`src/hdl/assert_macros.svh`:
```
// ----------------------------------------------------------------------------
// assert_macros
// Assertion helper macros shared by the RTL.
// ----------------------------------------------------------------------------
`ifndef ASSERT_MACROS_SVH
`define ASSERT_MACROS_SVH

// Checks that an antecedent implies a consequent in the same cycle.
`define MSR_ASSERT_IMP(lbl, clk, rst_n, ante, cons) \
  lbl: assert property (@(posedge clk) disable iff (!rst_n) (ante) |-> (cons)) \
    else $error("assertion failed");

// Checks that an antecedent implies a consequent in the next cycle.
`define MSR_ASSERT_NEXT(lbl, clk, rst_n, ante, cons) \
  lbl: assert property (@(posedge clk) disable iff (!rst_n) (ante) |=> (cons)) \
    else $error("assertion failed");

`endif

```
`src/hdl/msr_pkg.sv`:
```
`timescale 1ns / 1ps
// ----------------------------------------------------------------------------
// msr_pkg
// Slot codes, constants and reshaping functions of the syllable reorderer.
// ----------------------------------------------------------------------------
package msr_pkg;

  localparam int unsigned NumSlots = 17;
  localparam int unsigned SlotW    = 5;

  typedef logic [15:0] code_t;
  typedef code_t [NumSlots-1:0] slots_t;

  localparam logic [SlotW-1:0] SL_EV = 5'd0;
  localparam logic [SlotW-1:0] SL_RA = 5'd1;
  localparam logic [SlotW-1:0] SL_CO = 5'd2;
  localparam logic [SlotW-1:0] SL_C2 = 5'd3;
  localparam logic [SlotW-1:0] SL_ST = 5'd4;
  localparam logic [SlotW-1:0] SL_UV = 5'd5;
  localparam logic [SlotW-1:0] SL_HA = 5'd6;
  localparam logic [SlotW-1:0] SL_WA = 5'd7;
  localparam logic [SlotW-1:0] SL_YA = 5'd8;
  localparam logic [SlotW-1:0] SL_VI = 5'd9;
  localparam logic [SlotW-1:0] SL_AN = 5'd10;
  localparam logic [SlotW-1:0] SL_LV = 5'd11;
  localparam logic [SlotW-1:0] SL_AI = 5'd12;
  localparam logic [SlotW-1:0] SL_AA = 5'd13;
  localparam logic [SlotW-1:0] SL_DB = 5'd14;
  localparam logic [SlotW-1:0] SL_VS = 5'd15;
  localparam logic [SlotW-1:0] SL_OT = 5'd16;

  // Datapath commands issued by the controller.
  typedef enum logic [1:0] {
    CMD_NONE,
    CMD_STORE,
    CMD_RESHAPE,
    CMD_CLEAR
  } cmd_e;

  typedef struct packed {
    cmd_e             cmd;
    logic [SlotW-1:0] emit_idx;
  } dp_cmd_t;

  typedef struct packed {
    logic  has_cons;
    logic  emit_nz;
    code_t emit_code;
    logic  late_uv;
    logic  late_vi;
  } dp_stat_t;

  function automatic logic [SlotW-1:0] classify(input code_t c);
    logic [SlotW-1:0] r;
    begin
      if ((c >= 16'h1000 && c <= 16'h102A) || (c >= 16'h103F && c <= 16'h1057) ||
          (c >= 16'hAA60 && c <= 16'hAA7B)) begin
        r = SL_CO;
      end else begin
        case (c)
          16'h1031: r = SL_EV;
          16'h103C: r = SL_RA;
          16'h102D, 16'h102E: r = SL_UV;
          16'h103E: r = SL_HA;
          16'h103D: r = SL_WA;
          16'h103B: r = SL_YA;
          16'h1036: r = SL_AN;
          16'h102F, 16'h1030: r = SL_LV;
          16'h1032: r = SL_AI;
          16'h102B, 16'h102C: r = SL_AA;
          16'h103A: r = SL_VI;
          16'h1037: r = SL_DB;
          16'h1038: r = SL_VS;
          default: r = SL_OT;
        endcase
      end
      return r;
    end
  endfunction

  function automatic logic is_long_cons(input code_t c);
    logic r;
    begin
      case (c)
        16'h1008, 16'h100B, 16'h100C, 16'h100D, 16'h1020, 16'h1025, 16'h1026,
        16'h106A, 16'h104C, 16'h104D, 16'h1092, 16'h106E, 16'h106F, 16'h1097,
        16'h1042, 16'h1043, 16'h1044, 16'h1045, 16'h1046, 16'h1047,
        16'h1049: r = 1'b1;
        default: r = 1'b0;
      endcase
      return r;
    end
  endfunction

  function automatic logic is_long_dbl(input code_t c);
    logic r;
    begin
      case (c)
        16'h100A, 16'h1009, 16'h106B, 16'h1023, 16'h1024, 16'h1029, 16'h102A,
        16'h104E, 16'h1091: r = 1'b1;
        default: r = 1'b0;
      endcase
      return r;
    end
  endfunction

  function automatic logic is_dot_cons(input code_t c);
    logic r;
    begin
      case (c)
        16'h1008, 16'h100B, 16'h100C, 16'h100D, 16'h1020, 16'h101B, 16'h1090,
        16'h104C, 16'h104D, 16'h1092, 16'h106E, 16'h106F, 16'h1097, 16'h1042,
        16'h1043, 16'h1044, 16'h1045, 16'h1046, 16'h1047, 16'h1049: r = 1'b1;
        default: r = 1'b0;
      endcase
      return r;
    end
  endfunction

  function automatic logic is_dot_dbl(input code_t c);
    logic r;
    begin
      case (c)
        16'h1023, 16'h1024, 16'h1029, 16'h102A, 16'h104E, 16'h1091: r = 1'b1;
        default: r = 1'b0;
      endcase
      return r;
    end
  endfunction

  function automatic logic is_tall_aa(input code_t c);
    logic r;
    begin
      case (c)
        16'h1001, 16'h1002, 16'h1004, 16'h1012, 16'h1015, 16'h101D: r = 1'b1;
        default: r = 1'b0;
      endcase
      return r;
    end
  endfunction

  // Writes one code into the store, expanding composite codes.
  function automatic slots_t store_code(input slots_t si, input code_t c);
    slots_t s;
    logic [SlotW-1:0] sl;
    begin
      s  = si;
      sl = classify(c);
      case (c)
        16'h102A: begin
          s[SL_EV] = 16'h1031; s[SL_RA] = 16'h107E; s[SL_C2] = 16'h101E;
          s[SL_AA] = 16'h102C; s[SL_VI] = 16'h1039;
        end
        16'h1029: begin
          s[SL_RA] = 16'h107E; s[SL_C2] = 16'h101E;
        end
        16'h1026: begin
          s[SL_UV] = 16'h102E; s[SL_CO] = 16'h1025;
        end
        16'h104E: begin
          s[SL_CO] = 16'h1044; s[SL_ST] = 16'h1004; s[SL_VI] = 16'h1039;
          s[SL_VS] = 16'h1038;
        end
        default: begin
          if (sl != SL_OT) s[sl] = c;
        end
      endcase
      return s;
    end
  endfunction

  // Applies all shaping rules in their fixed order when a consonant is in the store.
  function automatic slots_t reshape(input slots_t si);
    slots_t s;
    logic up, lo, lng, dbn;
    begin
      s = si;
      if (s[SL_CO] != 16'h0 || s[SL_C2] != 16'h0) begin
        if (s[SL_RA] != 16'h0) begin
          up = s[SL_UV] != 16'h0 || s[SL_AI] != 16'h0 || s[SL_AN] != 16'h0 ||
               s[SL_VI] == 16'h1064 || s[SL_VI] == 16'h108D;
          lo = s[SL_WA] != 16'h0 || s[SL_ST] != 16'h0;
          if (s[SL_CO] != 16'h0)
            s[SL_RA] = (up && lo) ? 16'h1083 : up ? 16'h107F : lo ? 16'h1081 : 16'h103B;
          else
            s[SL_RA] = (up && lo) ? 16'h1084 : up ? 16'h1080 : lo ? 16'h1082 : 16'h107E;
        end
        if (s[SL_C2] == 16'h100A || s[SL_C2] == 16'h106B)
          s[SL_C2] = (s[SL_WA] != 16'h0 || s[SL_ST] != 16'h0) ? 16'h106B : 16'h100A;
        if (s[SL_CO] == 16'h1014 || s[SL_CO] == 16'h108F)
          s[SL_CO] = (s[SL_RA] != 16'h0 || s[SL_WA] != 16'h0 || s[SL_HA] != 16'h0 ||
                      s[SL_YA] != 16'h0 || s[SL_LV] != 16'h0 || s[SL_ST] != 16'h0)
                     ? 16'h108F : 16'h1014;
        if (s[SL_CO] == 16'h101B || s[SL_CO] == 16'h1090)
          s[SL_CO] = (s[SL_LV] != 16'h0) ? 16'h1090 : 16'h101B;
        if (s[SL_CO] == 16'h1025 || s[SL_CO] == 16'h106A)
          s[SL_CO] = (s[SL_WA] != 16'h0 || s[SL_ST] != 16'h0) ? 16'h106A : 16'h1025;
        // Stacked pairs are checked in order; each rewrite stays within its own pair.
        if (s[SL_ST] == 16'h1066 || s[SL_ST] == 16'h1067)
          s[SL_ST] = (s[SL_C2] != 16'h0) ? 16'h1066 : 16'h1067;
        if (s[SL_ST] == 16'h1071 || s[SL_ST] == 16'h1072)
          s[SL_ST] = (s[SL_C2] != 16'h0) ? 16'h1071 : 16'h1072;
        if (s[SL_ST] == 16'h1073 || s[SL_ST] == 16'h1074)
          s[SL_ST] = (s[SL_C2] != 16'h0) ? 16'h1073 : 16'h1074;
        if (s[SL_ST] == 16'h107B || s[SL_ST] == 16'h1093)
          s[SL_ST] = (s[SL_C2] != 16'h0) ? 16'h107B : 16'h1093;
        if (s[SL_UV] != 16'h0) begin
          if (s[SL_VI] == 16'h1064) begin
            s[SL_UV] = (s[SL_UV] == 16'h102D) ? 16'h108B : 16'h108C;
            s[SL_VI] = 16'h0;
          end else if (s[SL_AN] != 16'h0) begin
            s[SL_UV] = 16'h108E; s[SL_AN] = 16'h0;
          end else if (s[SL_UV] == 16'h102D || s[SL_UV] == 16'h108B ||
                       s[SL_UV] == 16'h108E) begin
            s[SL_UV] = 16'h102D;
          end else if (s[SL_UV] == 16'h102E || s[SL_UV] == 16'h108C) begin
            s[SL_UV] = 16'h102E;
          end
        end
        if (s[SL_HA] != 16'h0)
          s[SL_HA] = (s[SL_RA] != 16'h0 || s[SL_C2] == 16'h100A || s[SL_C2] == 16'h1009 ||
                      s[SL_C2] == 16'h106B || s[SL_CO] == 16'h100C ||
                      s[SL_C2] == 16'h1029 || s[SL_C2] == 16'h102A) ? 16'h1087 : 16'h103D;
        if (s[SL_WA] != 16'h0) begin
          if (s[SL_HA] != 16'h0) begin
            s[SL_WA] = 16'h108A; s[SL_HA] = 16'h0;
          end else begin
            s[SL_WA] = 16'h103C;
          end
        end
        if (s[SL_YA] != 16'h0) s[SL_YA] = (s[SL_WA] != 16'h0) ? 16'h107D : 16'h103A;
        if (s[SL_LV] != 16'h0) begin
          lng = s[SL_RA] != 16'h0 || s[SL_YA] != 16'h0 || s[SL_WA] != 16'h0 ||
                s[SL_ST] != 16'h0 || is_long_cons(s[SL_CO]) || is_long_dbl(s[SL_C2]);
          if (s[SL_LV] == 16'h102F || s[SL_LV] == 16'h1033) begin
            if (lng) s[SL_LV] = 16'h1033;
            else if (s[SL_HA] != 16'h0) begin
              s[SL_LV] = 16'h1088; s[SL_HA] = 16'h0;
            end else s[SL_LV] = 16'h102F;
          end else begin
            if (lng) s[SL_LV] = 16'h1034;
            else if (s[SL_HA] != 16'h0) begin
              s[SL_LV] = 16'h1089; s[SL_HA] = 16'h0;
            end else s[SL_LV] = 16'h1030;
          end
        end
        if (s[SL_AA] != 16'h0) begin
          if (is_tall_aa(s[SL_CO]) && s[SL_RA] == 16'h0 && s[SL_ST] == 16'h0 &&
              s[SL_UV] == 16'h0 && s[SL_HA] == 16'h0 && s[SL_WA] == 16'h0 &&
              s[SL_YA] == 16'h0 && s[SL_LV] == 16'h0) begin
            if (s[SL_VI] == 16'h1039) begin
              s[SL_AA] = 16'h105A; s[SL_VI] = 16'h0;
            end else s[SL_AA] = 16'h102B;
          end else begin
            s[SL_AA] = 16'h102C;
          end
        end
        if (s[SL_VI] == 16'h1064 && s[SL_AN] != 16'h0) begin
          s[SL_VI] = 16'h108D; s[SL_AN] = 16'h0;
        end
        if (s[SL_DB] != 16'h0) begin
          dbn = s[SL_AA] == 16'h0;
          if (dbn && (s[SL_RA] != 16'h0 || s[SL_WA] != 16'h0 || s[SL_YA] != 16'h0 ||
              (s[SL_LV] != 16'h0 && s[SL_LV] != 16'h102F) || s[SL_ST] != 16'h0 ||
              is_dot_cons(s[SL_CO]) || is_dot_dbl(s[SL_C2])))
            s[SL_DB] = 16'h1095;
          else if (dbn && (s[SL_HA] != 16'h0 || s[SL_LV] == 16'h102F ||
                   s[SL_CO] == 16'h1014))
            s[SL_DB] = 16'h1094;
          else
            s[SL_DB] = 16'h1037;
        end
        if (s[SL_CO] == 16'h100D && s[SL_ST] == 16'h106E) begin
          s[SL_CO] = 16'h106E; s[SL_ST] = 16'h0;
        end
        if (s[SL_CO] == 16'h100E && s[SL_ST] == 16'h106F) begin
          s[SL_CO] = 16'h106F; s[SL_ST] = 16'h0;
        end
        if (s[SL_CO] == 16'h100B && s[SL_ST] == 16'h1097) begin
          s[SL_CO] = 16'h1097; s[SL_ST] = 16'h0;
        end
        if (s[SL_EV] == 16'h1031 && s[SL_RA] == 16'h107E && s[SL_C2] == 16'h101E &&
            s[SL_AA] == 16'h102C && s[SL_VI] == 16'h1039) begin
          s[SL_EV] = 16'h0; s[SL_RA] = 16'h0; s[SL_C2] = 16'h102A;
          s[SL_AA] = 16'h0; s[SL_VI] = 16'h0;
        end
        if (s[SL_RA] == 16'h107E && s[SL_C2] == 16'h101E) begin
          s[SL_RA] = 16'h0; s[SL_C2] = 16'h1029;
        end
        if (s[SL_UV] == 16'h102E && s[SL_CO] == 16'h1025) begin
          s[SL_UV] = 16'h0; s[SL_CO] = 16'h1026;
        end
        if (s[SL_CO] == 16'h1044 && s[SL_ST] == 16'h1004 && s[SL_VI] == 16'h1039 &&
            s[SL_VS] == 16'h1038) begin
          s[SL_CO] = 16'h104E; s[SL_ST] = 16'h0; s[SL_VI] = 16'h0; s[SL_VS] = 16'h0;
        end
        if (s[SL_CO] == 16'h1005 && s[SL_YA] == 16'h103A) begin
          s[SL_CO] = 16'h1008; s[SL_YA] = 16'h0;
        end
      end
      return s;
    end
  endfunction

endpackage

```
`src/hdl/msr_if.sv`:
```
`timescale 1ns / 1ps
// ----------------------------------------------------------------------------
// msr_in_if / msr_out_if
// Valid/ready channels carrying input code points and result code points.
// ----------------------------------------------------------------------------
interface msr_in_if;
  logic        valid;
  logic        ready;
  logic [15:0] char_code;
  logic        text_last;
  modport source (output valid, char_code, text_last, input ready);
  modport sink   (input valid, char_code, text_last, output ready);
endinterface

interface msr_out_if;
  logic        valid;
  logic        ready;
  logic [15:0] out_code;
  logic        run_last;
  logic        text_end;
  modport source (output valid, out_code, run_last, text_end, input ready);
  modport sink   (input valid, out_code, run_last, text_end, output ready);
endinterface

```
`src/hdl/msr_datapath.sv`:
```
`timescale 1ns / 1ps
// ----------------------------------------------------------------------------
// msr_datapath
// Syllable slot store with store, reshape and clear operations and emit read.
// ----------------------------------------------------------------------------
module msr_datapath (
  input  logic                      clk_i,
  input  logic                      rst_ni,
  input  msr_pkg::dp_cmd_t          cmd_i,
  input  msr_pkg::code_t            code_i,
  output msr_pkg::dp_stat_t         stat_o
);
  import msr_pkg::*;

  slots_t slots_q, slots_d;

  always_comb begin
    case (cmd_i.cmd)
      CMD_STORE:   slots_d = store_code(slots_q, code_i);
      CMD_RESHAPE: slots_d = reshape(slots_q);
      CMD_CLEAR:   slots_d = '0;
      default:     slots_d = slots_q;
    endcase
  end

  always_ff @(posedge clk_i or negedge rst_ni) begin
    if (!rst_ni) begin
      slots_q <= '0;
    end else begin
      slots_q <= slots_d;
    end
  end

  always_comb begin
    stat_o.has_cons  = slots_q[SL_CO] != 16'h0 || slots_q[SL_C2] != 16'h0;
    stat_o.emit_code = (cmd_i.emit_idx <= SL_OT) ? slots_q[cmd_i.emit_idx] : 16'h0;
    stat_o.emit_nz   = stat_o.emit_code != 16'h0;
    stat_o.late_uv   = slots_q[SL_YA] != 16'h0;
    stat_o.late_vi   = !((slots_q[SL_EV] == 16'h0 && slots_q[SL_YA] != 16'h0 &&
                          slots_q[SL_VI] != 16'h0) ||
                         slots_q[SL_VI] == 16'h1064 || slots_q[SL_VI] == 16'h108D);
  end

endmodule

```
`src/hdl/msr_ctrl.sv`:
```
`timescale 1ns / 1ps
// ----------------------------------------------------------------------------
// msr_ctrl
// Sequencer: classifies an item, runs flushes slot by slot and drives output.
// ----------------------------------------------------------------------------
module msr_ctrl (
  input  logic                  clk_i,
  input  logic                  rst_ni,
  input  logic                  in_valid_i,
  output logic                  in_ready_o,
  input  msr_pkg::code_t        in_code_i,
  input  logic                  in_last_i,
  output logic                  out_valid_o,
  input  logic                  out_ready_i,
  output msr_pkg::code_t        out_code_o,
  output logic                  out_run_last_o,
  output logic                  out_text_end_o,
  output msr_pkg::dp_cmd_t      cmd_o,
  output msr_pkg::code_t        dp_code_o,
  input  msr_pkg::dp_stat_t     stat_i
);
  import msr_pkg::*;

  typedef enum logic [2:0] {
    ST_IDLE,
    ST_DECIDE,
    ST_RESHAPE,
    ST_EMIT,
    ST_CLEAR,
    ST_PLACE,
    ST_FINISH
  } state_e;

  state_e           state_q, state_d;
  code_t            code_q, code_d;
  logic             last_q, last_d;
  logic             second_q, second_d;   // flush after the item was placed
  logic [4:0]       pos_q, pos_d;         // display position, 0..17
  logic             pend_v_q, pend_v_d;   // one result held back for run_last
  code_t            pend_q, pend_d;
  logic             ov_q, ov_d;
  code_t            oc_q, oc_d;
  logic             orl_q, orl_d, ote_q, ote_d;
  logic [SlotW-1:0] pos_slot;
  logic             pos_en;
  logic             out_free;
  logic             is_ot;
  logic             step;

  // Display order position to slot, with the two movable slots. The other
  // slot is never written, so the walk ends at the visarga.
  always_comb begin
    pos_en = 1'b1;
    case (pos_q)
      5'd0:  pos_slot = SL_EV;
      5'd1:  pos_slot = SL_RA;
      5'd2:  pos_slot = SL_CO;
      5'd3:  pos_slot = SL_C2;
      5'd4:  pos_slot = SL_ST;
      5'd5:  begin pos_slot = SL_UV; pos_en = !stat_i.late_uv; end
      5'd6:  pos_slot = SL_HA;
      5'd7:  pos_slot = SL_WA;
      5'd8:  pos_slot = SL_YA;
      5'd9:  begin pos_slot = SL_VI; pos_en = !stat_i.late_vi; end
      5'd10: pos_slot = SL_AN;
      5'd11: pos_slot = SL_LV;
      5'd12: begin pos_slot = SL_UV; pos_en = stat_i.late_uv; end
      5'd13: pos_slot = SL_AI;
      5'd14: pos_slot = SL_AA;
      5'd15: begin pos_slot = SL_VI; pos_en = stat_i.late_vi; end
      5'd16: pos_slot = SL_DB;
      5'd17: pos_slot = SL_VS;
      default: pos_slot = SL_OT;
    endcase
  end

  assign is_ot    = classify(code_q) == SL_OT;
  assign out_free = !ov_q || out_ready_i;

  assign in_ready_o     = state_q == ST_IDLE;
  assign out_valid_o    = ov_q;
  assign out_code_o     = oc_q;
  assign out_run_last_o = orl_q;
  assign out_text_end_o = ote_q;
  assign dp_code_o      = code_q;

  always_comb begin
    state_d  = state_q;
    code_d   = code_q;
    last_d   = last_q;
    second_d = second_q;
    pos_d    = pos_q;
    pend_v_d = pend_v_q;
    pend_d   = pend_q;
    ov_d     = ov_q && !out_ready_i;
    oc_d     = oc_q;
    orl_d    = orl_q;
    ote_d    = ote_q;
    step     = 1'b0;
    cmd_o.cmd      = CMD_NONE;
    cmd_o.emit_idx = pos_slot;
    case (state_q)
      ST_IDLE: begin
        if (in_valid_i) begin
          code_d   = in_code_i;
          last_d   = in_last_i;
          second_d = 1'b0;
          pend_v_d = 1'b0;
          state_d  = ST_DECIDE;
        end
      end
      ST_DECIDE: begin
        // Decide whether the old syllable flushes before this item.
        if (stat_i.has_cons && (classify(code_q) <= SL_C2 || is_ot)) begin
          state_d = ST_RESHAPE;
        end else begin
          state_d = ST_PLACE;
        end
      end
      ST_RESHAPE: begin
        cmd_o.cmd = CMD_RESHAPE;
        pos_d     = 5'd0;
        state_d   = ST_EMIT;
      end
      ST_EMIT: begin
        if (pos_en && stat_i.emit_nz) begin
          // A new result pushes the held one out, which is then not the last.
          if (!pend_v_q || out_free) begin
            if (pend_v_q) begin
              ov_d = 1'b1; oc_d = pend_q; orl_d = 1'b0; ote_d = 1'b0;
            end
            pend_v_d = 1'b1;
            pend_d   = stat_i.emit_code;
            step     = 1'b1;
          end
        end else begin
          step = 1'b1;
        end
        if (step) begin
          if (pos_q == 5'd17) state_d = ST_CLEAR;
          else pos_d = pos_q + 5'd1;
        end
      end
      ST_CLEAR: begin
        cmd_o.cmd = CMD_CLEAR;
        state_d   = second_q ? ST_FINISH : ST_PLACE;
      end
      ST_PLACE: begin
        if (is_ot) begin
          if (!pend_v_q || out_free) begin
            if (pend_v_q) begin
              ov_d = 1'b1; oc_d = pend_q; orl_d = 1'b0; ote_d = 1'b0;
            end
            pend_v_d = 1'b1;
            pend_d   = code_q;
            step     = 1'b1;
          end
        end else begin
          cmd_o.cmd = CMD_STORE;
          step      = 1'b1;
        end
        if (step) begin
          if (last_q) begin
            second_d = 1'b1;
            state_d  = ST_RESHAPE;
          end else begin
            state_d = ST_FINISH;
          end
        end
      end
      ST_FINISH: begin
        // Release the held result as the last one of this item.
        if (!pend_v_q) begin
          state_d = ST_IDLE;
        end else if (out_free) begin
          ov_d = 1'b1; oc_d = pend_q; orl_d = 1'b1; ote_d = last_q;
          pend_v_d = 1'b0;
          state_d  = ST_IDLE;
        end
      end
      default: state_d = ST_IDLE;
    endcase
  end

  always_ff @(posedge clk_i or negedge rst_ni) begin
    if (!rst_ni) begin
      state_q  <= ST_IDLE;
      second_q <= 1'b0;
      pend_v_q <= 1'b0;
      ov_q     <= 1'b0;
      pos_q    <= 5'd0;
    end else begin
      state_q  <= state_d;
      second_q <= second_d;
      pend_v_q <= pend_v_d;
      ov_q     <= ov_d;
      pos_q    <= pos_d;
    end
  end

  always_ff @(posedge clk_i) begin
    code_q <= code_d;
    last_q <= last_d;
    pend_q <= pend_d;
    oc_q   <= oc_d;
    orl_q  <= orl_d;
    ote_q  <= ote_d;
  end

endmodule

```
`src/hdl/myanmar_syllable_reorder_core.sv`:
```
`timescale 1ns / 1ps
// ----------------------------------------------------------------------------
// myanmar_syllable_reorder_core
// Reorders Myanmar code points of a syllable into display order.
// ----------------------------------------------------------------------------
// One item is taken at a time. An item that causes no flush passes through the
// decide, place and finish states before the next item can be taken. Each flush
// reshapes the store, steps through the 18 display positions and clears the
// store; an item can cause two flushes, one before it is placed and
// one when it is the last of the text. A result that finds the output register
// still full stalls the sequencer until the receiver takes it.
module myanmar_syllable_reorder_core (
  input  logic         clk_i,
  input  logic         rst_ni,
  msr_in_if.sink       in_if,
  msr_out_if.source    out_if
);
  import msr_pkg::*;
`include "assert_macros.svh"

  dp_cmd_t  cmd;
  dp_stat_t stat;
  code_t    dp_code;

  msr_ctrl u_ctrl (
    .clk_i          (clk_i),
    .rst_ni         (rst_ni),
    .in_valid_i     (in_if.valid),
    .in_ready_o     (in_if.ready),
    .in_code_i      (in_if.char_code),
    .in_last_i      (in_if.text_last),
    .out_valid_o    (out_if.valid),
    .out_ready_i    (out_if.ready),
    .out_code_o     (out_if.out_code),
    .out_run_last_o (out_if.run_last),
    .out_text_end_o (out_if.text_end),
    .cmd_o          (cmd),
    .dp_code_o      (dp_code),
    .stat_i         (stat)
  );

  msr_datapath u_dp (
    .clk_i  (clk_i),
    .rst_ni (rst_ni),
    .cmd_i  (cmd),
    .code_i (dp_code),
    .stat_o (stat)
  );

  `MSR_ASSERT_IMP(a_end_is_last, clk_i, rst_ni, out_if.valid && out_if.text_end, out_if.run_last)
  `MSR_ASSERT_NEXT(a_clear_empties, clk_i, rst_ni, cmd.cmd == CMD_CLEAR, !stat.has_cons)

endmodule
```
`src/flat_wrapper.sv`:
```
// flat-port wrapper written by rule: the top's interface ports become plain ports
module myanmar_syllable_reorder_core_flat import msr_pkg::*;
  (clk_i, rst_ni, in_if_valid, in_if_char_code, in_if_text_last, in_if_ready, out_if_valid, out_if_out_code, out_if_run_last, out_if_text_end, out_if_ready);
  msr_in_if in_if_i ();
  msr_out_if out_if_i ();
  input  logic clk_i;
  input  logic rst_ni;
  input wire logic [$bits(in_if_i.valid)-1:0] in_if_valid;
  input wire logic [$bits(in_if_i.char_code)-1:0] in_if_char_code;
  input wire logic [$bits(in_if_i.text_last)-1:0] in_if_text_last;
  output wire logic [$bits(in_if_i.ready)-1:0] in_if_ready;
  output wire logic [$bits(out_if_i.valid)-1:0] out_if_valid;
  output wire logic [$bits(out_if_i.out_code)-1:0] out_if_out_code;
  output wire logic [$bits(out_if_i.run_last)-1:0] out_if_run_last;
  output wire logic [$bits(out_if_i.text_end)-1:0] out_if_text_end;
  input wire logic [$bits(out_if_i.ready)-1:0] out_if_ready;
  assign in_if_i.valid = in_if_valid;
  assign in_if_i.char_code = in_if_char_code;
  assign in_if_i.text_last = in_if_text_last;
  assign in_if_ready = in_if_i.ready;
  assign out_if_valid = out_if_i.valid;
  assign out_if_out_code = out_if_i.out_code;
  assign out_if_run_last = out_if_i.run_last;
  assign out_if_text_end = out_if_i.text_end;
  assign out_if_i.ready = out_if_ready;
  myanmar_syllable_reorder_core u_core (.clk_i(clk_i), .rst_ni(rst_ni), .in_if(in_if_i), .out_if(out_if_i));
endmodule
```
`config.mk`:
```
export PLATFORM = sky130hd
export DESIGN_NAME = myanmar_syllable_reorder_core_flat
export DESIGN_NICKNAME = d
export VERILOG_FILES = /design/src/hdl/msr_pkg.sv /design/src/hdl/msr_if.sv /design/src/hdl/msr_datapath.sv /design/src/hdl/msr_ctrl.sv /design/src/hdl/myanmar_syllable_reorder_core.sv /design/src/flat_wrapper.sv
export VERILOG_INCLUDE_DIRS = /design/src /design/src/hdl
export SDC_FILE = /design/constraint.sdc
export NUM_CORES = 1
export LEC_CHECK = 0
export ABC_AREA = 1
export BUFFER_PORTS_ARGS = -buffer_cell sky130_fd_sc_hd__clkbuf_2
export CORE_MARGIN = 3
export CORE_UTILIZATION = 40
export CTS_CLUSTER_SIZE = 24
export DETAILED_ROUTE_END_ITERATION = 12
export GPL_ROUTABILITY_DRIVEN = 0
export PLACE_DENSITY_LB_ADDON = 0.08
export SYNTH_ARGS = -nofsm -noshare
export SYNTH_HDL_FRONTEND = slang
export SYNTH_SLANG_ARGS = --single-unit
```
`constraint.sdc`:
```
create_clock -name clk_i -period 7.2 [get_ports clk_i]
set_input_delay 0.36 -clock clk_i [delete_from_list [all_inputs] [get_ports clk_i]]
set_output_delay 0.36 -clock clk_i [all_outputs]
set_load 0.05 [all_outputs]
```
==> results_tabular.tex <==
\begin{tabular}{lr}
\hline
Metric & Value \\
\hline
\multicolumn{2}{l}{\textbf{Clock tree}} \\
Maximum number of buffers from clock root to sink & 3 \\
Clock slew seen by the registers of the worst setup and hold paths & around 0.060 ns \\
Post-CTS Setup Repair Bufs & 0 \\
TritonCTS clock tree & built \\
TritonCTS buffer count & roughly 40 \\
CTS Hold Bufs & 18 \\
Clock tree root buffer cell & sky130\_fd\_sc\_hd\_\_clkbuf\_16 \\
Clock sink count & between 300 and 400 \\
H-tree depth & 2 \\
Worst-skew pair later-pin latency & between 0.5 and 0.6 ns \\
Gates resized, CTS repair & 0 \\
\multicolumn{2}{l}{\textbf{Flow run}} \\
Maxcap violations & 0 \\
\multicolumn{2}{l}{\textbf{Timing}} \\
Setup-violating endpoint count in the final report & 0 \\
Clock skew after layout & around 0.016 ns \\
Max frequency & 161 MHz \\
Total count of hold-check failures in the final report & 0 \\
Shortest period the worst path allows & roughly 6.2 ns \\
Min Hold Slack & $\sim$0.21 ns \\
RSZ-0062 raised after global routing & no \\
Slew HR & 0.157 \\
Final total negative setup slack & 0 ns \\
Fin. max-slew vios & 0 \\
Transition at the pin with the smallest max-transition slack & 1.25 ns \\
Final period utilization & 0.862 \\
\multicolumn{2}{l}{\textbf{Synthesis}} \\
Proportion of synthesized chip area in sequential cells & 0.409 \\
Count leader, synth & sky130\_fd\_sc\_hd\_\_nand2\_1 \\
Async SR Flop Fraction & 0.847 \\
Count of flip-flops with a built-in enable after synthesis & 51 \\
Post-synthesis simple-gate area fraction & 0.278 \\
Most area-hungry cell type in the Yosys netlist & sky130\_fd\_sc\_hd\_\_dfrtp\_1 \\
Distinct cells, synth & 67 \\
Most used flip-flop cell after synthesis & sky130\_fd\_sc\_hd\_\_dfrtp\_1 \\
Multiplexer area fraction after synthesis & 0.00238 \\
Synthesized area divided by synthesized cell count & 7.38 sq um \\
Synthesis-stage register bit count & roughly 330 \\
Top cells by instance count after synthesis & sky130\_fd\_sc\_hd\_\_nand2\_1, sky130\_fd\_sc\_hd\_\_inv\_1, sky130\_fd\_sc\_hd\_\_nor2\_1 \\
Gate count after technology mapping & 2855 \\
Main combinational cell family by area after synthesis & simple AND/OR/NAND/NOR gates \\
Post-synthesis share of cell area spent on xor and xnor gates & 0 \\
Complex-gate fraction of the synthesized area & 0.203 \\
Synth Area in Adders & 0.00653 \\
Proportion of netlist area held by the largest area contributor & 0.336 \\
Syn Std Cell Area & around 21000 sq um \\
Biggest area contributors in the synthesized netlist & sky130\_fd\_sc\_hd\_\_dfrtp\_1, sky130\_fd\_sc\_hd\_\_edfxtp\_1, sky130\_fd\_sc\_hd\_\_nand2\_1 \\
Net count after synthesis & 2887 \\
Number of warnings printed during yosys synthesis & 0 \\
\multicolumn{2}{l}{\textbf{Finish}} \\
Antenna diode instance count & 0 \\
Area growth from synthesis to layout & 12.1\% \\
Total number of nets in the final design & 2911 \\
Fraction of layout instances using a drive strength above 1 & 0.102 \\
\multicolumn{2}{l}{\textbf{Global routing}} \\
Global-route usage over all layers & 0.288 \\
First-pass GRT wire length & approximately 120000 um \\
Total gr overflow & 0 \\
Initial antenna violation count & 2 \\
Largest net degree at the start of global routing & approximately 170 \\
Via count of the first global-routing pass & $\sim$20000 \\
\multicolumn{2}{l}{\textbf{Worst setup path}} \\
Start-to-end type of the worst setup path & flip-flop to flip-flop \\
Data required, critical path & between 7 and 8 ns \\
Category of cells accounting for the largest share of critical-path delay & simple AND/OR/NAND/NOR gates \\
Critical Path Fanout Max & 23 \\
CP Capture Type & flip-flop \\
Cell type with the highest occurrence count on the critical path & sky130\_fd\_sc\_hd\_\_nand2\_1 \\
Buf+Inv Stages, Crit Path & 2 \\
Arrival time at the worst endpoint & 6.64 ns \\
Setup crit start kind & flip-flop \\
Slowest cell on the critical path & sky130\_fd\_sc\_hd\_\_nand4\_2 \\
Maximum single-stage delay on the critical path & between 0.5 and 0.6 ns \\
\multicolumn{2}{l}{\textbf{Die}} \\
Number of placement rows & 83 \\
Die X-Extent & between 200 and 250 um \\
Vertical extent of the die & around 240 um \\
Starting density of the core & 0.407 \\
Total Die Area & 55400 sq um \\
Core Region & slightly above 50000 sq um \\
Boundary pin count & 41 \\
\multicolumn{2}{l}{\textbf{Drt}} \\
Pre-antenna DRT Iters & 8 \\
Post-route ant nets & 0 \\
Vias after detailed routing & between 20000 and 25000 \\
Average wire per standard cell & about 23 um \\
Drt via density & $\sim$5.9 \\
DRC violation count after routing & 0 \\
Total wire length after detailed routing & 81900 um \\
Number of DRC markers in iteration 0 & roughly 2600 \\
\multicolumn{2}{l}{\textbf{Pwr}} \\
Leakage power & 10.7 nW \\
Max IR drop VDD & $\sim$220 uV \\
PwrDens & 419 nW/um\^{}2 \\
Overall power & approximately 9.9 mW \\
\multicolumn{2}{l}{\textbf{Place}} \\
DPL Wire Length & 61400 um \\
\# port buffers & 40 \\
\multicolumn{2}{l}{\textbf{Outcome}} \\
Status & completed \\
\multicolumn{2}{l}{\textbf{Min path}} \\
HP Class & input port to flip-flop \\
\hline
\end{tabular}
-- cell type report --
type,count,area (sq um)
fill,5263,28100
multi-input combinational,1969,10400
sequential,334,8610
inverter,434,1630
clock buffer,51,1130
tap,680,851
timing repair buffer,99,723
clock inverter,21,269
-- layout by cell type, fill, tap and decap left out, types with 68 or more instances in the layout --
master                     count
sky130_fd_sc_hd__inv_1       396
sky130_fd_sc_hd__nor3_1       82
sky130_fd_sc_hd__dfrtp_1     283
sky130_fd_sc_hd__nor2_1      294
sky130_fd_sc_hd__nand4_1      79
sky130_fd_sc_hd__o211ai_1     68
sky130_fd_sc_hd__a21oi_1     186
sky130_fd_sc_hd__nand2_1     404
sky130_fd_sc_hd__o21ai_0     247
sky130_fd_sc_hd__nand3_1     235
-- through the flow --
stage | area, sq um | instances | utilization | setup WS, ns
after floorplan | 21100 | 2855 | - | 2.67
after global placement | 22000 | 3498 | 0.426 | 1.37
after detailed placement | 22000 | 3498 | 0.426 | 1.19
after CTS | 23600 | 3588 | 0.457 | 1.17
after global routing | 23600 | 3588 | 0.457 | 0.556
final | 23600 | 3588 | 0.457 | 0.994
-- power breakdown --
part	leakage [nW]	internal (mW)	total [mW]	switching (mW)
registers	4.16	2.48	2.93	0.450
logic	5.81	1.24	4.75	3.51
clock network	0.692	1.33	2.20	0.871
total	10.7	5.05	9.89	4.83
-- metal layers --
metal / vias up / routed length [um] / track usage
met5: - / 13 / 0
met4: 2 / 4150 / 0.131
met3: 201 / 6690 / 0.0484
met2: 1011 / 35800 / 0.438
met1: 10252 / 35200 / 0.402
li1: 9833 / - / -
-- tightest hold or removal path: cells and delay by family --
| family | cells | cell delay [ns] |
|---|---|---|
| buffers and inverters | 2 | 0.15 |
| and+or+nand+nor | 3 | 0.23 |
-- worst paths after layout --
kind	startpoint	end	slack (ns)	depth (start not counted)
min in group asynchronous	rst_ni	asynchronous set/reset pin	0.33	2
worst min register to register	u_core.u_ctrl.pend_q[2]	u_core.u_ctrl.out_code_o[2]	0.42	0
worst max-delay path	flip-flop	u_core.u_dp.slots_q[2]	0.99	34
max in group asynchronous	rst_ni	u_core.u_dp.slots_q[43]	5.44	3
worst max register to register	flip-flop	u_core.u_dp.slots_q[2]	0.99	34
worst min-delay path	in_if_valid	u_core.u_ctrl.state_q[1]	0.21	5
-- kinds of logic after synthesis --
logic type,Yosys count
compound gates,709
fa+ha+maj,11
flops,334
simple gates,1244
buf+inv,552
mux,5
Note: power is estimated with default switching activity, not from simulation.
